**src/hw/rtl/bcl_pkg.sv**
```systemverilog
// Shared constants, register indexes and the result item type of the line rasteriser.
`default_nettype none
package bcl_pkg;

  // Field widths fixed by the item format
  localparam int LIM_W = 11;
  localparam int PT_W  = 11;
  localparam int CNT_W = 7;

  // Defaults for the top-level parameters
  localparam int DEF_MAX_POINTS = 64;
  localparam int DEF_COORD_BITS = 12;

  // Depth of both internal queues
  localparam int QUEUE_DEPTH = 2;

  // Configuration register reset values
  localparam logic [LIM_W-1:0] ROW_LIMIT_RESET = 11'd480;
  localparam logic [LIM_W-1:0] COL_LIMIT_RESET = 11'd480;

  // Register indexes, taken from paddr[2]
  typedef enum logic {
    REG_ROW_LIMIT = 1'b0,
    REG_COL_LIMIT = 1'b1
  } reg_idx_t;

  // One result item
  typedef struct packed {
    logic [PT_W-1:0]  point_x;
    logic [PT_W-1:0]  point_y;
    logic             point_valid;
    logic             last_point;
    logic [CNT_W-1:0] point_count;
    logic             truncated;
  } result_t;

endpackage
`default_nettype wire

```
**src/hw/rtl/bcl_fifo.sv**
```systemverilog
// Small register-based queue used between the stages of the line rasteriser.
`default_nettype none
module bcl_fifo #(
  parameter int WIDTH = 32,
  parameter int DEPTH = 2
) (
  input  wire logic             clk,
  input  wire logic             rst,
  input  wire logic             push,
  input  wire logic [WIDTH-1:0] wr_data,
  output logic                  full,
  input  wire logic             pop,
  output logic [WIDTH-1:0]      rd_data,
  output logic                  empty
);
  localparam int AW = (DEPTH > 1) ? $clog2(DEPTH) : 1;
  localparam int NW = $clog2(DEPTH + 1);

  logic [WIDTH-1:0] mem [DEPTH];
  logic [AW-1:0]    wr_ptr;
  logic [AW-1:0]    rd_ptr;
  logic [NW-1:0]    fill;
  logic             do_push;
  logic             do_pop;

  assign full    = (fill == NW'(DEPTH));
  assign empty   = (fill == '0);
  assign do_push = push && !full;
  assign do_pop  = pop && !empty;
  assign rd_data = mem[rd_ptr];

  // Store the incoming item
  always_ff @(posedge clk) begin
    if (do_push) begin
      mem[wr_ptr] <= wr_data;
    end
  end

  // Advance pointers and fill level
  always_ff @(posedge clk) begin
    if (rst) begin
      wr_ptr <= '0;
      rd_ptr <= '0;
      fill   <= '0;
    end else begin
      if (do_push) begin
        wr_ptr <= (wr_ptr == AW'(DEPTH - 1)) ? '0 : wr_ptr + 1'b1;
      end
      if (do_pop) begin
        rd_ptr <= (rd_ptr == AW'(DEPTH - 1)) ? '0 : rd_ptr + 1'b1;
      end
      if (do_push && !do_pop) begin
        fill <= fill + 1'b1;
      end else if (do_pop && !do_push) begin
        fill <= fill - 1'b1;
      end
    end
  end

endmodule
`default_nettype wire

```
**src/hw/rtl/bcl_front.sv**
```systemverilog
// Front end: takes a line request, works out deltas, directions and the major axis.
`default_nettype none
module bcl_front #(
  parameter int COORD_BITS = 12
) (
  input  wire logic                         push,
  output logic                              full,
  input  wire logic signed [COORD_BITS-1:0] start_x,
  input  wire logic signed [COORD_BITS-1:0] start_y,
  input  wire logic signed [COORD_BITS-1:0] end_x,
  input  wire logic signed [COORD_BITS-1:0] end_y,
  input  wire logic                         setup_full,
  output logic                              setup_push,
  output logic [6*COORD_BITS+4:0]           setup_data
);
  import bcl_pkg::*;

  localparam int DW = COORD_BITS + 1;

  logic signed [DW-1:0] dx_s;
  logic signed [DW-1:0] dy_s;
  logic [DW-1:0]        adx;
  logic [DW-1:0]        ady;
  logic                 sx_neg;
  logic                 sy_neg;
  logic                 x_major;
  logic [DW-1:0]        dmaj;
  logic [DW-1:0]        dmin;

  // Accept while the setup queue has room
  assign full       = setup_full;
  assign setup_push = push && !setup_full;

  // Signed deltas and their magnitudes
  assign dx_s   = {end_x[COORD_BITS-1], end_x} - {start_x[COORD_BITS-1], start_x};
  assign dy_s   = {end_y[COORD_BITS-1], end_y} - {start_y[COORD_BITS-1], start_y};
  assign sx_neg = dx_s[DW-1];
  assign sy_neg = dy_s[DW-1];
  assign adx    = sx_neg ? $unsigned(-dx_s) : $unsigned(dx_s);
  assign ady    = sy_neg ? $unsigned(-dy_s) : $unsigned(dy_s);

  // Pick the major axis, ties go to x
  assign x_major = (ady <= adx);
  assign dmaj    = x_major ? adx : ady;
  assign dmin    = x_major ? ady : adx;

  assign setup_data = {x_major, sx_neg, sy_neg, dmaj, dmin, start_x, start_y, end_x, end_y};

endmodule
`default_nettype wire

```
**src/hw/rtl/bcl_walker.sv**
```systemverilog
// Back end: walks one line a point per cycle while the result queue has room and writes result items.
`default_nettype none
module bcl_walker #(
  parameter int MAX_POINTS = 64,
  parameter int COORD_BITS = 12
) (
  input  wire logic                      clk,
  input  wire logic                      rst,
  input  wire logic [bcl_pkg::LIM_W-1:0] row_limit,
  input  wire logic [bcl_pkg::LIM_W-1:0] col_limit,
  input  wire logic [6*COORD_BITS+4:0]   setup_data,
  input  wire logic                      setup_empty,
  output logic                           setup_pop,
  input  wire logic                      res_full,
  output logic                           res_push,
  output bcl_pkg::result_t               res_data
);
  import bcl_pkg::*;

  localparam int C     = COORD_BITS;
  localparam int CW    = C + 1;
  localparam int DW    = C + 1;
  localparam int EW    = C + 3;
  localparam int CMP_W = (CW - 1 > LIM_W) ? CW - 1 : LIM_W;

  typedef enum logic {
    ST_IDLE,
    ST_WALK
  } state_t;

  state_t               state;
  state_t               state_next;
  logic signed [CW-1:0] x;
  logic signed [CW-1:0] y;
  logic signed [CW-1:0] ex;
  logic signed [CW-1:0] ey;
  logic signed [EW-1:0] err;
  logic [DW-1:0]        dmaj;
  logic [DW-1:0]        dmin;
  logic                 sx_neg;
  logic                 sy_neg;
  logic                 x_major;
  logic [CNT_W-1:0]     n;

  logic                 load;
  logic                 emit;
  logic                 last;
  logic                 cur_in;
  logic                 next_in;
  logic                 at_end;
  logic                 cap;
  logic                 step_minor;
  logic [CNT_W-1:0]     cnt1;
  logic signed [EW-1:0] e1;
  logic signed [EW-1:0] err_next;
  logic signed [CW-1:0] x_step;
  logic signed [CW-1:0] y_step;
  logic signed [CW-1:0] x_next;
  logic signed [CW-1:0] y_next;

  // Unpacked setup fields
  logic                 s_x_major;
  logic                 s_sx_neg;
  logic                 s_sy_neg;
  logic [DW-1:0]        s_dmaj;
  logic [DW-1:0]        s_dmin;
  logic signed [C-1:0]  s_x0;
  logic signed [C-1:0]  s_y0;
  logic signed [C-1:0]  s_ex;
  logic signed [C-1:0]  s_ey;

  function automatic logic in_image(input logic signed [CW-1:0] v,
                                    input logic [LIM_W-1:0] lim);
    in_image = !v[CW-1] && (CMP_W'(v[CW-2:0]) < CMP_W'(lim));
  endfunction

  assign {s_x_major, s_sx_neg, s_sy_neg, s_dmaj, s_dmin, s_x0, s_y0, s_ex, s_ey} = setup_data;

  // Bresenham step from the current point
  assign e1         = err + $signed({1'b0, dmin, 1'b0});
  assign step_minor = (e1 > $signed({2'b00, dmaj}));
  assign err_next   = step_minor ? e1 - $signed({1'b0, dmaj, 1'b0}) : e1;
  assign x_step     = sx_neg ? x - CW'(1) : x + CW'(1);
  assign y_step     = sy_neg ? y - CW'(1) : y + CW'(1);
  assign x_next     = (x_major || step_minor) ? x_step : x;
  assign y_next     = (!x_major || step_minor) ? y_step : y;

  // Decide whether this point ends the line
  assign cur_in  = in_image(x, row_limit) && in_image(y, col_limit);
  assign next_in = in_image(x_next, row_limit) && in_image(y_next, col_limit);
  assign at_end  = x_major ? (x == ex) : (y == ey);
  assign cnt1    = n + 1'b1;
  assign cap     = (cnt1 == CNT_W'(MAX_POINTS));
  assign last    = !cur_in || at_end || cap || !next_in;

  // Handshakes with both queues
  assign emit      = (state == ST_WALK) && !res_full;
  assign load      = !setup_empty && ((state == ST_IDLE) || (emit && last));
  assign setup_pop = load;
  assign res_push  = emit;

  // Build the result item; an empty line gives one invalid item
  always_comb begin
    if (cur_in) begin
      res_data.point_x     = PT_W'(x[CW-2:0]);
      res_data.point_y     = PT_W'(y[CW-2:0]);
      res_data.point_valid = 1'b1;
      res_data.last_point  = last;
      res_data.point_count = cnt1;
      res_data.truncated   = cap && !at_end;
    end else begin
      res_data.point_x     = '0;
      res_data.point_y     = '0;
      res_data.point_valid = 1'b0;
      res_data.last_point  = 1'b1;
      res_data.point_count = '0;
      res_data.truncated   = 1'b0;
    end
  end

  // Next state
  always_comb begin
    state_next = state;
    case (state)
      ST_IDLE: begin
        if (load) begin
          state_next = ST_WALK;
        end
      end
      ST_WALK: begin
        if (emit && last) begin
          state_next = load ? ST_WALK : ST_IDLE;
        end
      end
      default: state_next = ST_IDLE;
    endcase
  end

  // Hold state, load a new line or advance the walk
  always_ff @(posedge clk) begin
    if (rst) begin
      state <= ST_IDLE;
    end else begin
      state <= state_next;
    end
    if (load) begin
      x       <= {s_x0[C-1], s_x0};
      y       <= {s_y0[C-1], s_y0};
      ex      <= {s_ex[C-1], s_ex};
      ey      <= {s_ey[C-1], s_ey};
      err     <= '0;
      dmaj    <= s_dmaj;
      dmin    <= s_dmin;
      sx_neg  <= s_sx_neg;
      sy_neg  <= s_sy_neg;
      x_major <= s_x_major;
      n       <= '0;
    end else if (emit && !last) begin
      x   <= x_next;
      y   <= y_next;
      err <= err_next;
      n   <= cnt1;
    end
  end

endmodule
`default_nettype wire

```
**src/hw/rtl/clipped_bresenham_line_core.sv**
```systemverilog
// Top level of the clipped line rasteriser: register port, front end, queues and walker.
//
// Usage: a line request (start_x, start_y, end_x, end_y) is pushed while full is low.
// The front end works out deltas, directions and the major axis and places the request
// in a two-entry setup queue. The walker takes one request at a time and writes one
// point per cycle into a two-entry result queue; the receiver reads results with pop
// while empty is low. The last result of a line has last_point set; a line with no
// point in the image gives one result with point_valid low.
// From an idle walker, a request passes the setup queue, the walker registers and the
// result queue before its first point is ready. A line gives at most MAX_POINTS points,
// and the walker loads the next request as it writes the last point of a line.
// When the receiver stalls the result queue fills, the walker holds its point, then the
// setup queue fills and full rises. Reset empties both queues, stops the walker and sets
// row_limit and col_limit to 480. The user writes limits through the APB port, row_limit
// at 0x0, col_limit at 0x4, only while no line is in flight, not enforced by the block.
`default_nettype none
module clipped_bresenham_line_core #(
  parameter int MAX_POINTS = bcl_pkg::DEF_MAX_POINTS,
  parameter int COORD_BITS = bcl_pkg::DEF_COORD_BITS
) (
  input  wire logic                         clk,
  input  wire logic                         rst,
  // Configuration port
  input  wire logic                         psel,
  input  wire logic                         penable,
  input  wire logic                         pwrite,
  input  wire logic [2:0]                   paddr,
  input  wire logic [31:0]                  pwdata,
  output logic [31:0]                       prdata,
  output logic                              pready,
  // Request channel
  input  wire logic                         push,
  output logic                              full,
  input  wire logic signed [COORD_BITS-1:0] start_x,
  input  wire logic signed [COORD_BITS-1:0] start_y,
  input  wire logic signed [COORD_BITS-1:0] end_x,
  input  wire logic signed [COORD_BITS-1:0] end_y,
  // Result channel
  output logic                              empty,
  input  wire logic                         pop,
  output logic [bcl_pkg::PT_W-1:0]          point_x,
  output logic [bcl_pkg::PT_W-1:0]          point_y,
  output logic                              point_valid,
  output logic                              last_point,
  output logic [bcl_pkg::CNT_W-1:0]         point_count,
  output logic                              truncated
);
  import bcl_pkg::*;

  localparam int SW = 6 * COORD_BITS + 5;
  localparam int RW = $bits(result_t);

  logic [LIM_W-1:0] row_limit;
  logic [LIM_W-1:0] col_limit;
  logic             cfg_write;
  reg_idx_t         cfg_idx;

  logic             setup_push;
  logic [SW-1:0]    setup_wr;
  logic             setup_full;
  logic             setup_pop;
  logic [SW-1:0]    setup_rd;
  logic             setup_empty;

  logic             res_push;
  logic             res_full;
  result_t          res_wr;
  logic [RW-1:0]    res_rd;
  result_t          res_out;

  // Configuration registers
  assign pready    = 1'b1;
  assign cfg_write = psel && penable && pwrite && pready;
  assign cfg_idx   = reg_idx_t'(paddr[2]);

  always_ff @(posedge clk) begin
    if (rst) begin
      row_limit <= ROW_LIMIT_RESET;
      col_limit <= COL_LIMIT_RESET;
    end else if (cfg_write) begin
      case (cfg_idx)
        REG_ROW_LIMIT: row_limit <= pwdata[LIM_W-1:0];
        REG_COL_LIMIT: col_limit <= pwdata[LIM_W-1:0];
        default: ;
      endcase
    end
  end

  // Read back
  always_comb begin
    case (cfg_idx)
      REG_ROW_LIMIT: prdata = 32'(row_limit);
      REG_COL_LIMIT: prdata = 32'(col_limit);
      default:       prdata = '0;
    endcase
  end

  bcl_front #(
    .COORD_BITS(COORD_BITS)
  ) u_front (
    .push       (push),
    .full       (full),
    .start_x    (start_x),
    .start_y    (start_y),
    .end_x      (end_x),
    .end_y      (end_y),
    .setup_full (setup_full),
    .setup_push (setup_push),
    .setup_data (setup_wr)
  );

  bcl_fifo #(
    .WIDTH(SW),
    .DEPTH(QUEUE_DEPTH)
  ) u_setup_q (
    .clk     (clk),
    .rst     (rst),
    .push    (setup_push),
    .wr_data (setup_wr),
    .full    (setup_full),
    .pop     (setup_pop),
    .rd_data (setup_rd),
    .empty   (setup_empty)
  );

  bcl_walker #(
    .MAX_POINTS(MAX_POINTS),
    .COORD_BITS(COORD_BITS)
  ) u_walker (
    .clk         (clk),
    .rst         (rst),
    .row_limit   (row_limit),
    .col_limit   (col_limit),
    .setup_data  (setup_rd),
    .setup_empty (setup_empty),
    .setup_pop   (setup_pop),
    .res_full    (res_full),
    .res_push    (res_push),
    .res_data    (res_wr)
  );

  bcl_fifo #(
    .WIDTH(RW),
    .DEPTH(QUEUE_DEPTH)
  ) u_result_q (
    .clk     (clk),
    .rst     (rst),
    .push    (res_push),
    .wr_data (res_wr),
    .full    (res_full),
    .pop     (pop),
    .rd_data (res_rd),
    .empty   (empty)
  );

  // Drive the result ports from the oldest queued item
  assign res_out     = result_t'(res_rd);
  assign point_x     = res_out.point_x;
  assign point_y     = res_out.point_y;
  assign point_valid = res_out.point_valid;
  assign last_point  = res_out.last_point;
  assign point_count = res_out.point_count;
  assign truncated   = res_out.truncated;

endmodule
`default_nettype wire

```
**config.mk**
```make
export PLATFORM = sky130hd
export DESIGN_NAME = clipped_bresenham_line_core
export DESIGN_NICKNAME = d
export VERILOG_FILES = /design/src/hw/rtl/bcl_pkg.sv /design/src/hw/rtl/bcl_fifo.sv /design/src/hw/rtl/bcl_front.sv /design/src/hw/rtl/bcl_walker.sv /design/src/hw/rtl/clipped_bresenham_line_core.sv
export SDC_FILE = /design/constraint.sdc
export NUM_CORES = 1
export LEC_CHECK = 0
export BUFFER_PORTS_ARGS = -buffer_cell sky130_fd_sc_hd__buf_2
export CAP_MARGIN = 10
export CORE_MARGIN = 4
export CORE_UTILIZATION = 50
export CTS_BUF_LIST = sky130_fd_sc_hd__clkbuf_4 sky130_fd_sc_hd__clkbuf_8
export DETAILED_ROUTE_END_ITERATION = 16
export PLACE_DENSITY_LB_ADDON = 0.1
export SLEW_MARGIN = 20
export SYNTH_ARGS = -nofsm -noshare
export SYNTH_HDL_FRONTEND = slang
export SYNTH_SLANG_ARGS = --single-unit
```
**constraint.sdc**
```tcl
create_clock -name clk -period 15.1 [get_ports clk]
set_clock_uncertainty 0.05 [all_clocks]
set_input_delay 3.02 -clock clk [delete_from_list [all_inputs] [get_ports clk]]
set_output_delay 3.02 -clock clk [all_outputs]
set_load 0.05 [all_outputs]
```
# [Yosys cells after proc, flatten, opt, wreduce, memory -nomap -nowiden]
# Memory sizes are Yosys's and may differ from the RTL's. A register that Yosys moved wholly into a read port is not among the register bits.
# Index checks and enable logic that the tools add are counted.
[word_totals] regBits=132 ram_bits=218 word_cells=141 mem_count=2 out_inout_bits=67
[memory_table] name="u_setup_q.mem" depth=2 width=77 rd=1 rd_ports_with_merged_regs=1 wr=1 line="bcl_fifo.sv:19" source="logic [WIDTH-1:0] mem [DEPTH];"
[memory_table] name="u_result_q.mem" depth=2 width=32 rd=1 rd_ports_with_merged_regs=1 wr=1 line="bcl_fifo.sv:19"
[op_classes] muxes=35 add_sub_neg=19 order_cmp=6 n_bitwise=2 n_eq_ne=5 n_reduce_logical=52
[op_table] operator="13-bit two-way mux" count=12
[op_table] operator="32-bit one-hot mux with 2 select lines" count=1
[op_table] operator="12-bit by 11-bit less-than comparator with 1-bit output" count=4
[op_table] operator="32-bit two-way mux" count=1
[op_table] operator="13-bit by 2-bit adder with 13-bit output (second input constant)" count=2
[op_table] operator="13-bit by 12-bit equality test with 1-bit output" count=2
[op_table] operator="13-bit negation" count=2
[op_table] operator="12-bit by 12-bit subtractor with 13-bit output" count=2
[op_table] operator="13-bit by 2-bit subtractor with 13-bit output (second input constant)" count=2
[op_table] operator="1-bit logical AND" count=22
[op_table] operator="1-bit zero test" count=17
[op_table] operator="15-bit adder" count=1
[op_table] operator="15-bit by 14-bit greater-than comparator with 1-bit output" count=1
[op_table] operator="1-bit two-way mux" count=15
[op_table] operator="15-bit two-way mux" count=1
[op_table] operator="15-bit subtractor" count=1
[op_table] operator="13-bit less-or-equal comparator" count=1
[op_table] operator="2-bit two-way mux" count=4
[op_table] operator="7-bit by 1-bit adder with 7-bit output (second input constant)" count=1
[op_table] operator="7-bit equality test (second input constant)" count=1
[op_table] operator="1-bit logical OR" count=6
[op_table] operator="2-bit nonzero test" count=3
[op_table] operator="1-bit adder (second input constant)" count=4
[op_table] operator="2-bit by 1-bit adder with 2-bit output (second input constant)" count=2
[op_table] operator="6 further kinds" count=11

# [Depth between registers and ports, before layout]
# Gate-level depths: netlist of run 1.
[logic_depth] word_depth=16 depth_mapped=32 ltp_nobuf=29

# [Cells and area by module]
# Synthesis of run 1 repeated with hierarchy kept, for this count alone.
[hier_totals] cells_unflattened=1762 hier_area_um2=20474.6
[by_module_without_submodules] mod="bcl_walker" area_per_inst_um2=8082.8 cells_per_inst=870 n_inst=1
[by_module_without_submodules] mod="bcl_fifo at u_setup_q" area_per_inst_um2=5891.9 cells_per_inst=265 n_inst=1
[by_module_without_submodules] mod="bcl_front" area_per_inst_um2=2773.9 cells_per_inst=380 n_inst=1
[by_module_without_submodules] mod="bcl_fifo at u_result_q" area_per_inst_um2=2526.2 cells_per_inst=125 n_inst=1
[by_module_without_submodules] mod="clipped_bresenham_line_core" area_per_inst_um2=1199.9 cells_per_inst=122 n_inst=1

# [Least setup slack after synthesis of run 1]
# No wires, ideal clock.
[synth_path] kind="reg-to-reg" from="reg u_walker.dmin[0]" to="reg u_walker.x[0] (enable)" path_stages_with_launch=26 path_buffers=2 setup_time_ps=445 slack_ps=6816 arrival_ps=7789 period_less_slack_ps=8284 path_cell_list="edfxtp_1 > ha_1 > fa_1 > a211oi_1 > o211ai_1 > a21boi_0 > xnor2_1 > ha_1 > nand4_1 > or4_1 > o221ai_1 > o21ai_0 > o22ai_2 > clkbuf_1 > mux2_2 > ha_1 > a21o_1 > a21o_1 > a21o_1 > a21oi_1 > nor2_1 > or3b_2 > nor4_1 > or4b_4 > buf_6 > o21ai_0"
[synth_via] elab_chain_len=13
[synth_lines] element="start: declaration" line="bcl_walker.sv:39" source="logic [DW-1:0] dmin;"
[synth_lines] element="start signal: assignment" line="bcl_walker.sv:153" source="dmin <= s_dmin;"
[synth_lines] element="15-bit adder *" line="bcl_walker.sv:80" source="assign e1 = err + $signed({1'b0, dmin, 1'b0});"
[synth_lines] element="15-bit by 14-bit greater-than comparator with 1-bit output *" line="bcl_walker.sv:81" source="assign step_minor = (e1 > $signed({2'b00, dmaj}));"
[synth_lines] element="1-bit logical OR, on equally long branches" line="bcl_walker.sv:85, bcl_walker.sv:86"
[synth_lines] element="13-bit two-way mux, on equally long branches" line="bcl_walker.sv:85, bcl_walker.sv:86"
[synth_lines] element="12-bit by 11-bit less-than comparator with 1-bit output or 1-bit zero test (tied branches)" line="bcl_walker.sv:74" source="in_image = !v[CW-1] && (CMP_W'(v[CW-2:0]) < CMP_W'(lim));"
[synth_lines] element="1-bit logical AND" line="bcl_walker.sv:74"
[synth_lines] element="1-bit logical AND *" line="bcl_walker.sv:90" source="assign next_in = in_image(x_next, row_limit) && in_image(y_next, col_limit);"
[synth_lines] element="1-bit zero test *" line="bcl_walker.sv:94" source="assign last = !cur_in || at_end || cap || !next_in;"
[synth_lines] element="1-bit logical OR *" line="bcl_walker.sv:94"
[synth_lines] element="1-bit logical AND" line="bcl_walker.sv:98" source="assign load = !setup_empty && ((state == ST_IDLE) || (emit && last));"
[synth_lines] element="1-bit logical OR" line="bcl_walker.sv:98"
[synth_lines] element="1-bit logical AND" line="bcl_walker.sv:98"
[synth_lines] element="2-bit nonzero test (no source line) *"
[synth_lines] element="end signal: assignment" line="bcl_walker.sv:147" source="x <= {s_x0[C-1], s_x0};"
[synth_lines] element="end signal: assignment" line="bcl_walker.sv:159" source="x <= x_next;"
[synth_lines] element="end: declaration" line="bcl_walker.sv:33" source="logic signed [CW-1:0] x;"
# Mark *: on every way between the ends. The rest lies on a longest branch, timed or not.
# A chain may end at the register's enable or synchronous reset.

# [Worst setup path after layout of run 1]
[layout_path] from="reg u_walker.dmin[6]" to="reg u_walker.y[8], data pin"
[layout_via] elab_chain_len=13
[layout_lines] element="15-bit adder *" line="bcl_walker.sv:80"
[layout_lines] element="15-bit by 14-bit greater-than comparator with 1-bit output *" line="bcl_walker.sv:81"
[layout_lines] element="1-bit logical OR, on equally long branches" line="bcl_walker.sv:85, bcl_walker.sv:86"
[layout_lines] element="13-bit two-way mux, on equally long branches" line="bcl_walker.sv:85, bcl_walker.sv:86"
[layout_lines] element="12-bit by 11-bit less-than comparator with 1-bit output or 1-bit zero test (tied branches)" line="bcl_walker.sv:74"
[layout_lines] element="1-bit logical AND" line="bcl_walker.sv:74"
[layout_lines] element="1-bit logical AND" line="bcl_walker.sv:90"
[layout_lines] element="1-bit zero test" line="bcl_walker.sv:94"
[layout_lines] element="1-bit logical OR" line="bcl_walker.sv:94"
[layout_lines] element="1-bit logical AND" line="bcl_walker.sv:98"
[layout_lines] element="1-bit logical OR" line="bcl_walker.sv:98"
[layout_lines] element="1-bit logical AND" line="bcl_walker.sv:98"
[layout_lines] element="13-bit two-way mux *" line="bcl_walker.sv:146" source="if (load) begin"
[layout_lines] element="end signal: assignment" line="bcl_walker.sv:148" source="y <= {s_y0[C-1], s_y0};"
[layout_lines] element="end signal: assignment" line="bcl_walker.sv:160" source="y <= y_next;"
[layout_lines] element="end: declaration" line="bcl_walker.sv:34" source="logic signed [CW-1:0] y;"
# Mark *: on every way between the ends. The rest lies on a longest branch, timed or not. The select of a mux whose other input is x is not followed.

==> run_results.csv, run 1 <==
group,metric,value,unit
sta,grt_setup_unrepaired,"no",
sta,setup_viol,0,
placement,post_dp_cell_area,0.0207,sq mm
placement,io_buffers,111,
sta,drv_slew,0,
critical_path,arrival,9.51,ns
logic_synthesis,syn_area,0.0197,sq mm
power,p_leak,8.61,nW
logic_synthesis,ys_ff_latch,351,
logic_synthesis,syn_inst,1673,
grt,grt_pass1_wl,71400,um
clocking,clk_latency,0.66,ns
finish,num-fill-cells,3321,
sta,fin_tns_setup,0,ns
critical_path,slowest_stage,"o22ai_2",
finish,regArea,0.0100,sq mm
clocking,postCtsSetupRepairBufs,0,
floorplanning,std_cell_rows,72,
grt,grt_max_degree,72,
placement,dpl.cell_count,2262,
logic_synthesis,ys_types,72,
finish,antenna_cells,0,
detailed_routing,wl,45800,um
finish,drive_gt1_share,20.9,%
logic_synthesis,synth_enable_flop_cells,297,
critical_path,critPathKind,"flop to flop",
critical_path,cp_data_required_time,15.43,ns
finish,multiInputGateArea,0.00900,sq mm
worst_hold_path,hold_path_class,"flop to flop",
clocking,cts_hold_buf,0,
logic_synthesis,ys.flop_type,"edfxtp_1",
finish,layout.nets,2042,
detailed_routing,drt-initial-drc-count,785,
clocking,cts_buffer_depth,3,
grt,grt_pass1_vias,12900,
finish,stdcell_count,2365,
floorplanning,die_h,207,um
clocking,cts_root_buf,"clkbuf_8",
clocking,htree_num_levels,2,
job,cap_violations,0,
placement,post-dp-hpwl,33000,um
clocking,clk_pin_slew_worst_paths,0.06,ns
grt,grt-ovfl-total,0,
detailed_routing,ant_nets,0,
critical_path,setup.worst_path.start_class,"flop",
floorplanning,io_pins,157,
critical_path,end_kind,"flop",
grt,grt_usage,21.6,%
detailed_routing,wire_per_inst,19.4,um
finish,final_core_util,56.4,%
floorplanning,start_util,50.8,%
power,vdd_ir_drop_max,91.8,uV
sta,finalCritPeriodShare,60.8,%
detailed_routing,drt_pre_antenna_iters,5,
floorplanning,die-area,0.0427,sq mm
critical_path,slowest_delay,0.71,ns
grt,antenna_found_initial,0,
detailed_routing,drc,0,
detailed_routing,vias,13100,
clocking,cts_tree,"done",
floorplanning,core_region_area,0.0388,sq mm
placement,gp_congestion,0.882,
finish,fin_area,0.0219,sq mm
floorplanning,die_w,207,um
sta,fin_crit,9.18,ns
detailed_routing,viasPerCell,5.54,
logic_synthesis,ys_seq_area_share,50.7,%
logic_synthesis,async_reset_ff_share,0,%
sta,slew_headroom,31.5,%
power,p_per_area,228,mW/mm^2
critical_path,path_max_fanout,54,
finish,areaGrowthSynthToFinish,11.1,%
sta,tightest_slew,1.03,ns
clocking,cts_sinks,351,
sta,fmax,109,MHz
clocking,cts.repair.resized,0,
sta,hold_ws,0.407,ns
logic_synthesis,synth-warning-count,0,
logic_synthesis,syn_avg_cell_area,11.8,sq um
clocking,cts_buffers,58,
run_status,status,"complete, no violations",
sta,finalHoldViolations,0,
==> cells by family after synthesis <==
logic type,count (synthesis),synth area share (%)
AO/OA/AOI/OAI,300,10.2
XOR/XNOR,107,4.75
adder cells (fa/ha/maj),148,9.62
buffers and inverters,189,4.16
flip-flops,351,50.7
multiplexers,199,11.1
other,2,0.0381
AND/OR/NAND/NOR,377,9.39
==> metal layers <==
metal | vias up | share of wire (%) | GRT usage [%]
li1 | 6419 | - | -
met1 | 6285 | 47 | 31.3
met2 | 322 | 45 | 33.9
met3 | 73 | 5.2 | 3.12
met4 | 0 | 2.4 | 6.63
met5 | - | 0 | 0
==> power by group <==
part	switching, mW	leakage, nW	internal (mW)
sequential	0.196	3.24	1.44
combinational	1.46	4.76	1.05
clock	0.388	0.612	0.452
==> path summary, 6_finish.rpt <==
path / start / slack, ns / end / cells after the start
max: u_walker.dmin[6] / 5.92 / u_walker.y[8] / 27
min: row_limit[1] / 0.41 / row_limit[1] / 2
max reg2reg: u_walker.dmin[6] / 5.92 / u_walker.y[8] / 27
min reg2reg: row_limit[1] / 0.41 / row_limit[1] / 2
==> cells in the final DEF (no fill, tap or decap), types with 29 or more instances in the layout <==
master    synthesis  routed
mux2_2          141     141
nand2_1          88      88
xnor2_1          66      66
nor2_1          105     103
buf_2             8     111
a21oi_1          76      76
dfxtp_1          54      53
xor2_1           41      41
o21ai_0          68      66
clkbuf_8          0      61
inv_1           116     116
nor3_1           29      29
and3_1           37      36
mux2i_1          50      50
edfxtp_1        297     297
ha_1            142     142
==> flip-flops by register name (all words and copies together) (netlist names), 7 cells and up, named ones only <==
register	count
u_walker.n	7
u_walker.dmaj	13
col_limit	11
u_result_q.mem	64
row_limit	11
u_walker.y	13
u_walker.ey	12
u_walker.ex	12
u_walker.x	13
u_walker.err	14
u_walker.dmin	13
u_setup_q.mem	154
==> synth_stat cells (25+ instances only) <==
cell type	instances	area (sq um)
edfxtp_1	297	8920
mux2_2	141	1590
nand2_1	88	330
a21o_1	25	188
clkbuf_1	32	120
inv_1	116	435
o21ai_0	68	340
xor2_1	41	359
a21oi_1	76	380
nand3_1	27	135
nor2_1	105	394
xnor2_1	66	578
mux2i_1	50	500
and3_1	37	231
nor3_1	29	145
dfxtp_1	54	1080
ha_1	142	1780
==> critical path: cells and delay by family (launching register included) <==
kind | cells | cell delay, ns
and+or+nand+nor | 2 | 0.59
DFF | 1 | 0.41
muxes | 2 | 0.86
adders and majority gates | 3 | 1.12
AOI/OAI and AO/OA | 17 | 4.66
xor gates and xnor gates | 1 | 0.30
buffers and inverters | 2 | 0.82
==> final cells by class <==
type                       count  area share [%]
clock buffer                  78            4.42
clock inverter                25           0.857
inverter                     117            2.02
timing repair buffer         123            2.95
sequential                   351            45.7
multi-input combinational   1153            41.1
tap                          518            2.96
==> metrics by stage <==
stage | power [mW] | setup slack [ns]
6_report | 4.98 | 5.92
5_1_grt | 5.36 | 5.39
4_1_cts | 5.01 | 5.98
3_5_place_dp | 4.15 | 6.02
3_3_place_gp | 4.09 | 6.07
2_1_floorplan | 3.51 | 6.82
No activity file was read; power rests on OpenSTA's default activity.
==> run 2, diff against run 1 <==
==> constraint.sdc (replaced) <==
create_clock -name clk -period 7.4 [get_ports clk]
set_clock_uncertainty 0.05 [all_clocks]
set_input_delay 1.48 -clock clk [delete_from_list [all_inputs] [get_ports clk]]
set_output_delay 1.48 -clock clk [all_outputs]
set_load 0.05 [all_outputs]
==> run 2 against run 1 <==
  * Non-clock buffer count rose by 44
  * Clock power rose by 110%
  * First-iteration DRC count fell by 7.5%
  * Sequential share of layout area fell by 1.2 points
  * Cell count rose by 2.2%
  * Core utilization rose by 1.5 points
  * Critical endpoint is now u_walker.y[2]
  * Global-route usage rose by 0.086 points
  * Sequential cell count did not move
  * Total power rose by 110%
==> run_results.csv, run 2 (synthesized netlist as in run 1, its figures left out) <==
group,metric,value,unit
placement,dpl.cell_count,2301,
floorplanning,die-area,0.0427,sq mm
grt,grt-ovfl-total,0,
sta,slew_headroom,29.5,%
clocking,clk_latency,0.65,ns
detailed_routing,drt_pre_antenna_iters,5,
critical_path,path_max_fanout,26,
finish,layout.nets,2088,
floorplanning,start_util,50.8,%
grt,antenna_found_initial,0,
finish,top_register,"u_setup_q.mem",
sta,fin_crit,7.15,ns
floorplanning,core_region_area,0.0388,sq mm
critical_path,r2r_slack,0.25,ns
clocking,cts_root_buf,"clkbuf_8",
finish,areaGrowthSynthToFinish,14.0,%
sta,final.setup.worst_slack,0.251,ns
detailed_routing,viasPerCell,5.52,
sta,drv_slew,0,
clocking,htree_num_levels,2,
clocking,cts_tree,"done",
detailed_routing,wl,46600,um
power,vdd_ir_drop_max,186,uV
placement,io_buffers,111,
clocking,cts_buffer_depth,3,
clocking,clk_pin_slew_worst_paths,0.06,ns
detailed_routing,ant_nets,0,
power,p_leak,8.90,nW
grt,grt_max_degree,73,
finish,largest_register_ffs,154,
critical_path,critPathKind,"flop to flop",
sta,finalCritPeriodShare,96.6,%
floorplanning,die_h,207,um
finish,layout_commonest_cell,"edfxtp_1",
finish,fin_area,0.0225,sq mm
sta,fmax,140,MHz
detailed_routing,vias,13300,
critical_path,arrival,7.44,ns
critical_path,cp_data_required_time,7.69,ns
job,cap_violations,0,
sta,setup_viol,0,
finish,drive_gt1_share,23.8,%
detailed_routing,wire_per_inst,19.3,um
detailed_routing,drc,0,
clocking,cts_sinks,351,
sta,finalHoldViolations,0,
finish,top_regs,"u_setup_q.mem: 154 flops, u_result_q.mem: 64 flops, u_walker.err: 14 flops",
placement,post_dp_cell_area,0.0211,sq mm
finish,final_cell_mix,"edfxtp_1 (297), mux2_2 (141), ha_1 (139)",
floorplanning,die_w,207,um
floorplanning,io_pins,157,
sta,tightest_slew,1.05,ns
grt,grt_pass1_vias,12900,
critical_path,setup.worst_path.start_class,"flop",
detailed_routing,drt-initial-drc-count,726,
finish,stdcell_count,2417,
power,p_per_area,477,mW/mm^2
critical_path,end_kind,"flop",
placement,dp_slack,-0.000945,ns
grt,grt_usage,21.6,%
floorplanning,std_cell_rows,72,
run_status,status,"complete, no violations",
grt,grt_pass1_wl,71400,um
worst_hold_path,hold_path_class,"flop to flop",
placement,gp_congestion,0.854,
placement,post-dp-hpwl,34200,um
clocking,cts_buffers,59,
finish,num-fill-cells,3268,
finish,antenna_cells,0,
==> run 2: changes by cell type in the layout (fill, tap and decap cells not counted), moves of 3 or more <==
cell	previous run	this run
clkbuf_4	17	20
buf_12	0	4
ha_1	142	139
buf_4	12	49
buf_6	0	3
clkinv_1	10	13
==> run 2: cell type report <==
type / count / area [sq um] / share of cell area, %
clock inverter: 29 / 223 / 0.992
inverter: 117 / 447 / 1.99
tap: 518 / 648 / 2.89
multi-input combinational: 1154 / 9110 / 40.6
timing repair buffer: 167 / 1040 / 4.62
sequential: 351 / 10000 / 44.5
clock buffer: 81 / 990 / 4.41
==> run 2: routing by layer <==
| metal | global-route usage, % | part of all wire [%] |
|---|---|---|
| met1 | 30.6 | 46 |
| met2 | 35.1 | 47 |
| met3 | 3.08 | 4.6 |
| met4 | 6.35 | 2.3 |
| met5 | 0 | 0 |
==> run 2: final timing paths <==
path                                        from       endpoint  depth (start not counted)
worst max-delay path            u_walker.dmin[2]  u_walker.y[2]                         27
worst min-delay path               row_limit[10]  row_limit[10]                          2
worst max register to register  u_walker.dmin[2]  u_walker.y[2]                         27
worst min register to register     row_limit[10]  row_limit[10]                          2
==> run 2: per-stage QoR <==
stage / hold slack, ns / total power, mW / util [%] / setup TNS [ns]
6_report: 0.404 / 10.7 / 57.9 / 0
5_1_grt: 0.427 / 11.5 / 57.9 / -1.06
4_1_cts: 0.405 / 10.6 / 57.4 / -0.0490
3_5_place_dp: 0.397 / 8.78 / 54.2 / -0.000945
3_3_place_gp: 0.395 / 8.67 / 54.2 / 0
2_1_floorplan: 0.386 / 7.16 / - / 0
==> run 2: repair_timing <==
item,4_1_cts,5_1_grt
pin swaps,0,10
gates cloned,0,1
endpoints found under the setup margin,2,133
hold buffers,0,0
resized for setup,0,27
buffers inserted,0,5
==> run 2: worst max-delay path, cell delays in order (launching register included) <==
cell and delay (ns):
edfxtp_1 0.37, ha_1 0.39, o21ai_0 0.32, o21ai_2 0.12, a31oi_1 0.21, o21bai_2 0.12, buf_4 0.15, xor2_2 0.16
ha_1 0.30, nand4_1 0.09, or4_1 0.55, o221ai_2 0.12, o21ai_0 0.14, o22ai_2 0.34, buf_6 0.18, mux2_2 0.35
ha_1 0.29, a21o_1 0.18, a21o_1 0.17, a21o_1 0.17, a21oi_1 0.16, nor2_1 0.08, or3b_2 0.47, nor4_4 0.17
buf_4 0.18, or4b_4 0.54, o21ai_2 0.21, buf_12 0.23
==> run 2: where the power goes <==
| part | switching (mW) | total (mW) | internal [mW] |
|---|---|---|---|
| clock network | 0.783 | 1.76 | 0.975 |
| registers | 0.390 | 3.31 | 2.92 |
| logic | 3.18 | 5.63 | 2.46 |
==> run 3, diff against run 2 <==
--- a/config.mk
+++ b/config.mk
@@ -7,8 +7,10 @@
 export LEC_CHECK = 0
 export BUFFER_PORTS_ARGS = -buffer_cell sky130_fd_sc_hd__buf_2
 export CAP_MARGIN = 10
+export CELL_PAD_IN_SITES_DETAIL_PLACEMENT = 1
+export CELL_PAD_IN_SITES_GLOBAL_PLACEMENT = 1
 export CORE_MARGIN = 4
-export CORE_UTILIZATION = 50
+export CORE_UTILIZATION = 46
 export CTS_BUF_LIST = sky130_fd_sc_hd__clkbuf_4 sky130_fd_sc_hd__clkbuf_8
 export DETAILED_ROUTE_END_ITERATION = 16
 export PLACE_DENSITY_LB_ADDON = 0.1
==> run 3 against run 2 <==
  * Routed wire length grew 13%
  * Sequential power barely moved
  * Hold slack better by 0.0041 ns
  * Fmax up 0.64%
  * Cell count increased by 1.7%
  * Clock power is 3% higher
  * Non-clock buffer count up 22
  * Setup slack gained 0.046 ns
  * Sequential share of layout area fell by 0.63 points
  * Largest power group unchanged
==> run_results.csv, run 3 (synthesized netlist as in run 1, its figures left out) <==
group,metric,value,unit
grt,antenna_found_initial,1,
finish,final_cell_mix,"edfxtp_1 (297), mux2_2 (141), ha_1 (137)",
clocking,clk_latency,0.66,ns
grt,grt-ovfl-total,0,
critical_path,setup.worst_path.start_class,"flop",
floorplanning,core_region_area,0.0421,sq mm
grt,grt_pass1_vias,14400,
floorplanning,io_pins,157,
power,p_per_area,491,mW/mm^2
critical_path,slowest_delay,0.46,ns
finish,layout_commonest_cell,"edfxtp_1",
floorplanning,die_h,215,um
finish,areaGrowthSynthToFinish,15.6,%
finish,top_register,"u_setup_q.mem",
critical_path,slowest_stage,"edfxtp_1",
sta,fin_crit,7.10,ns
detailed_routing,vias,13700,
placement,io_buffers,111,
finish,drive_gt1_share,25.5,%
clocking,htree_num_levels,2,
sta,setup_viol,0,
detailed_routing,ant_nets,0,
detailed_routing,drt-initial-drc-count,747,
clocking,cts_hold_buf,0,
critical_path,end_kind,"flop",
job,cap_violations,0,
grt,grt_pass1_wl,81500,um
floorplanning,std_cell_rows,75,
finish,layout.nets,2111,
detailed_routing,wire_per_inst,21.5,um
finish,antenna_cells,0,
floorplanning,start_util,46.8,%
clocking,cts_buffers,60,
critical_path,critPathKind,"flop to flop",
sta,hold_ws,0.408,ns
sta,drv_slew,0,
sta,fmax,141,MHz
power,vdd_ir_drop_max,196,uV
floorplanning,die_w,215,um
sta,finalCritPeriodShare,96.0,%
grt,grt_usage,22.3,%
critical_path,crit_buf_inv,7,
clocking,cts_buffer_depth,3,
detailed_routing,viasPerCell,5.57,
clocking,cts_tree,"done",
clocking,cts_sinks,351,
finish,num-fill-cells,4468,
detailed_routing,drt_pre_antenna_iters,5,
placement,dpl.cell_count,2339,
placement,post-dp-hpwl,39100,um
floorplanning,die-area,0.0462,sq mm
sta,tightest_slew,1.04,ns
finish,multiInputGateArea,0.00918,sq mm
sta,finalHoldViolations,0,
run_status,status,"complete, no violations",
clocking,clk_pin_slew_worst_paths,0.06,ns
finish,stdcell_count,2457,
finish,largest_register_ffs,154,
placement,gp_congestion,0.892,
critical_path,arrival,7.45,ns
sta,slew_headroom,30.2,%
power,p_leak,9.03,nW
critical_path,cp_data_required_time,7.75,ns
finish,top_regs,"u_setup_q.mem: 154 flops, u_result_q.mem: 64 flops, u_walker.err: 14 flops",
worst_hold_path,hold_path_class,"flop to flop",
finish,regArea,0.0100,sq mm
critical_path,critPathTopFamily,"compound AO/OA/AOI/OAI gates",
clocking,cts_root_buf,"clkbuf_8",
grt,grt_max_degree,77,
detailed_routing,drc,0,
detailed_routing,wl,52700,um
critical_path,path_max_fanout,24,
## run 3: worst paths after layout
kind	start	to	slack, ns	depth (start not counted)
worst max-delay path	u_walker.dmin[5]	u_walker.y[6]	0.30	32
worst min-delay path	row_limit[3]	row_limit[3]	0.41	2
worst max register to register	u_walker.dmin[5]	u_walker.y[6]	0.30	32
worst min register to register	row_limit[3]	row_limit[3]	0.41	2
## run 3: layer usage
metal	GRT usage, %	vias up	routed length (um)
li1	-	6551	-
met1	30.7	6824	24400
met4	5.65	0	943
met3	4.11	60	2210
met2	36.9	262	25200
met5	0	-	0
## run 3: worst min-delay path: stages, from the launching register on
cell	delay [ns]
dfxtp_1	0.31
nand2_1	0.05
a21oi_1	0.05
## run 3: timing repair
item	CTS	global route
endpoints found under the setup margin	36	128
buffers inserted	1	8
gates resized for setup	5	34
pin swaps	2	21
cloned	0	1
## run 3: report_power, final
part           leakage (nW)  total [mW]  switching [mW]  internal (mW)
logic                  5.14        6.06            3.40           2.66
clock network         0.645        1.81           0.796           1.01
registers              3.24        3.32           0.393           2.92
total                  9.03        11.2            4.59           6.59
## run 3: area by class of cell
| cell class | count | share of cell area (%) |
|---|---|---|
| well taps | 539 | 2.96 |
| inverters | 117 | 1.94 |
| flip-flops and latches | 351 | 43.9 |
| clock buffers | 84 | 4.55 |
| multi-input cells | 1154 | 40.3 |
| clock inverters | 23 | 0.895 |
| repair buffers | 189 | 5.44 |
## run 3: through the flow
step	util [%]	instance area [sq um]	setup WS [ns]	TNS (ns)	power, mW
CTS	53.4	22500	0.0785	0	11.0
global placement	50.4	21200	0.0535	0	8.91
floorplan	-	19800	0.212	0	7.16
detailed placement	50.4	21200	-0.0703	-1.81	9.15
finish	54.1	22800	0.296	0	11.2
global route	54.1	22800	-0.0638	-1.11	12.0
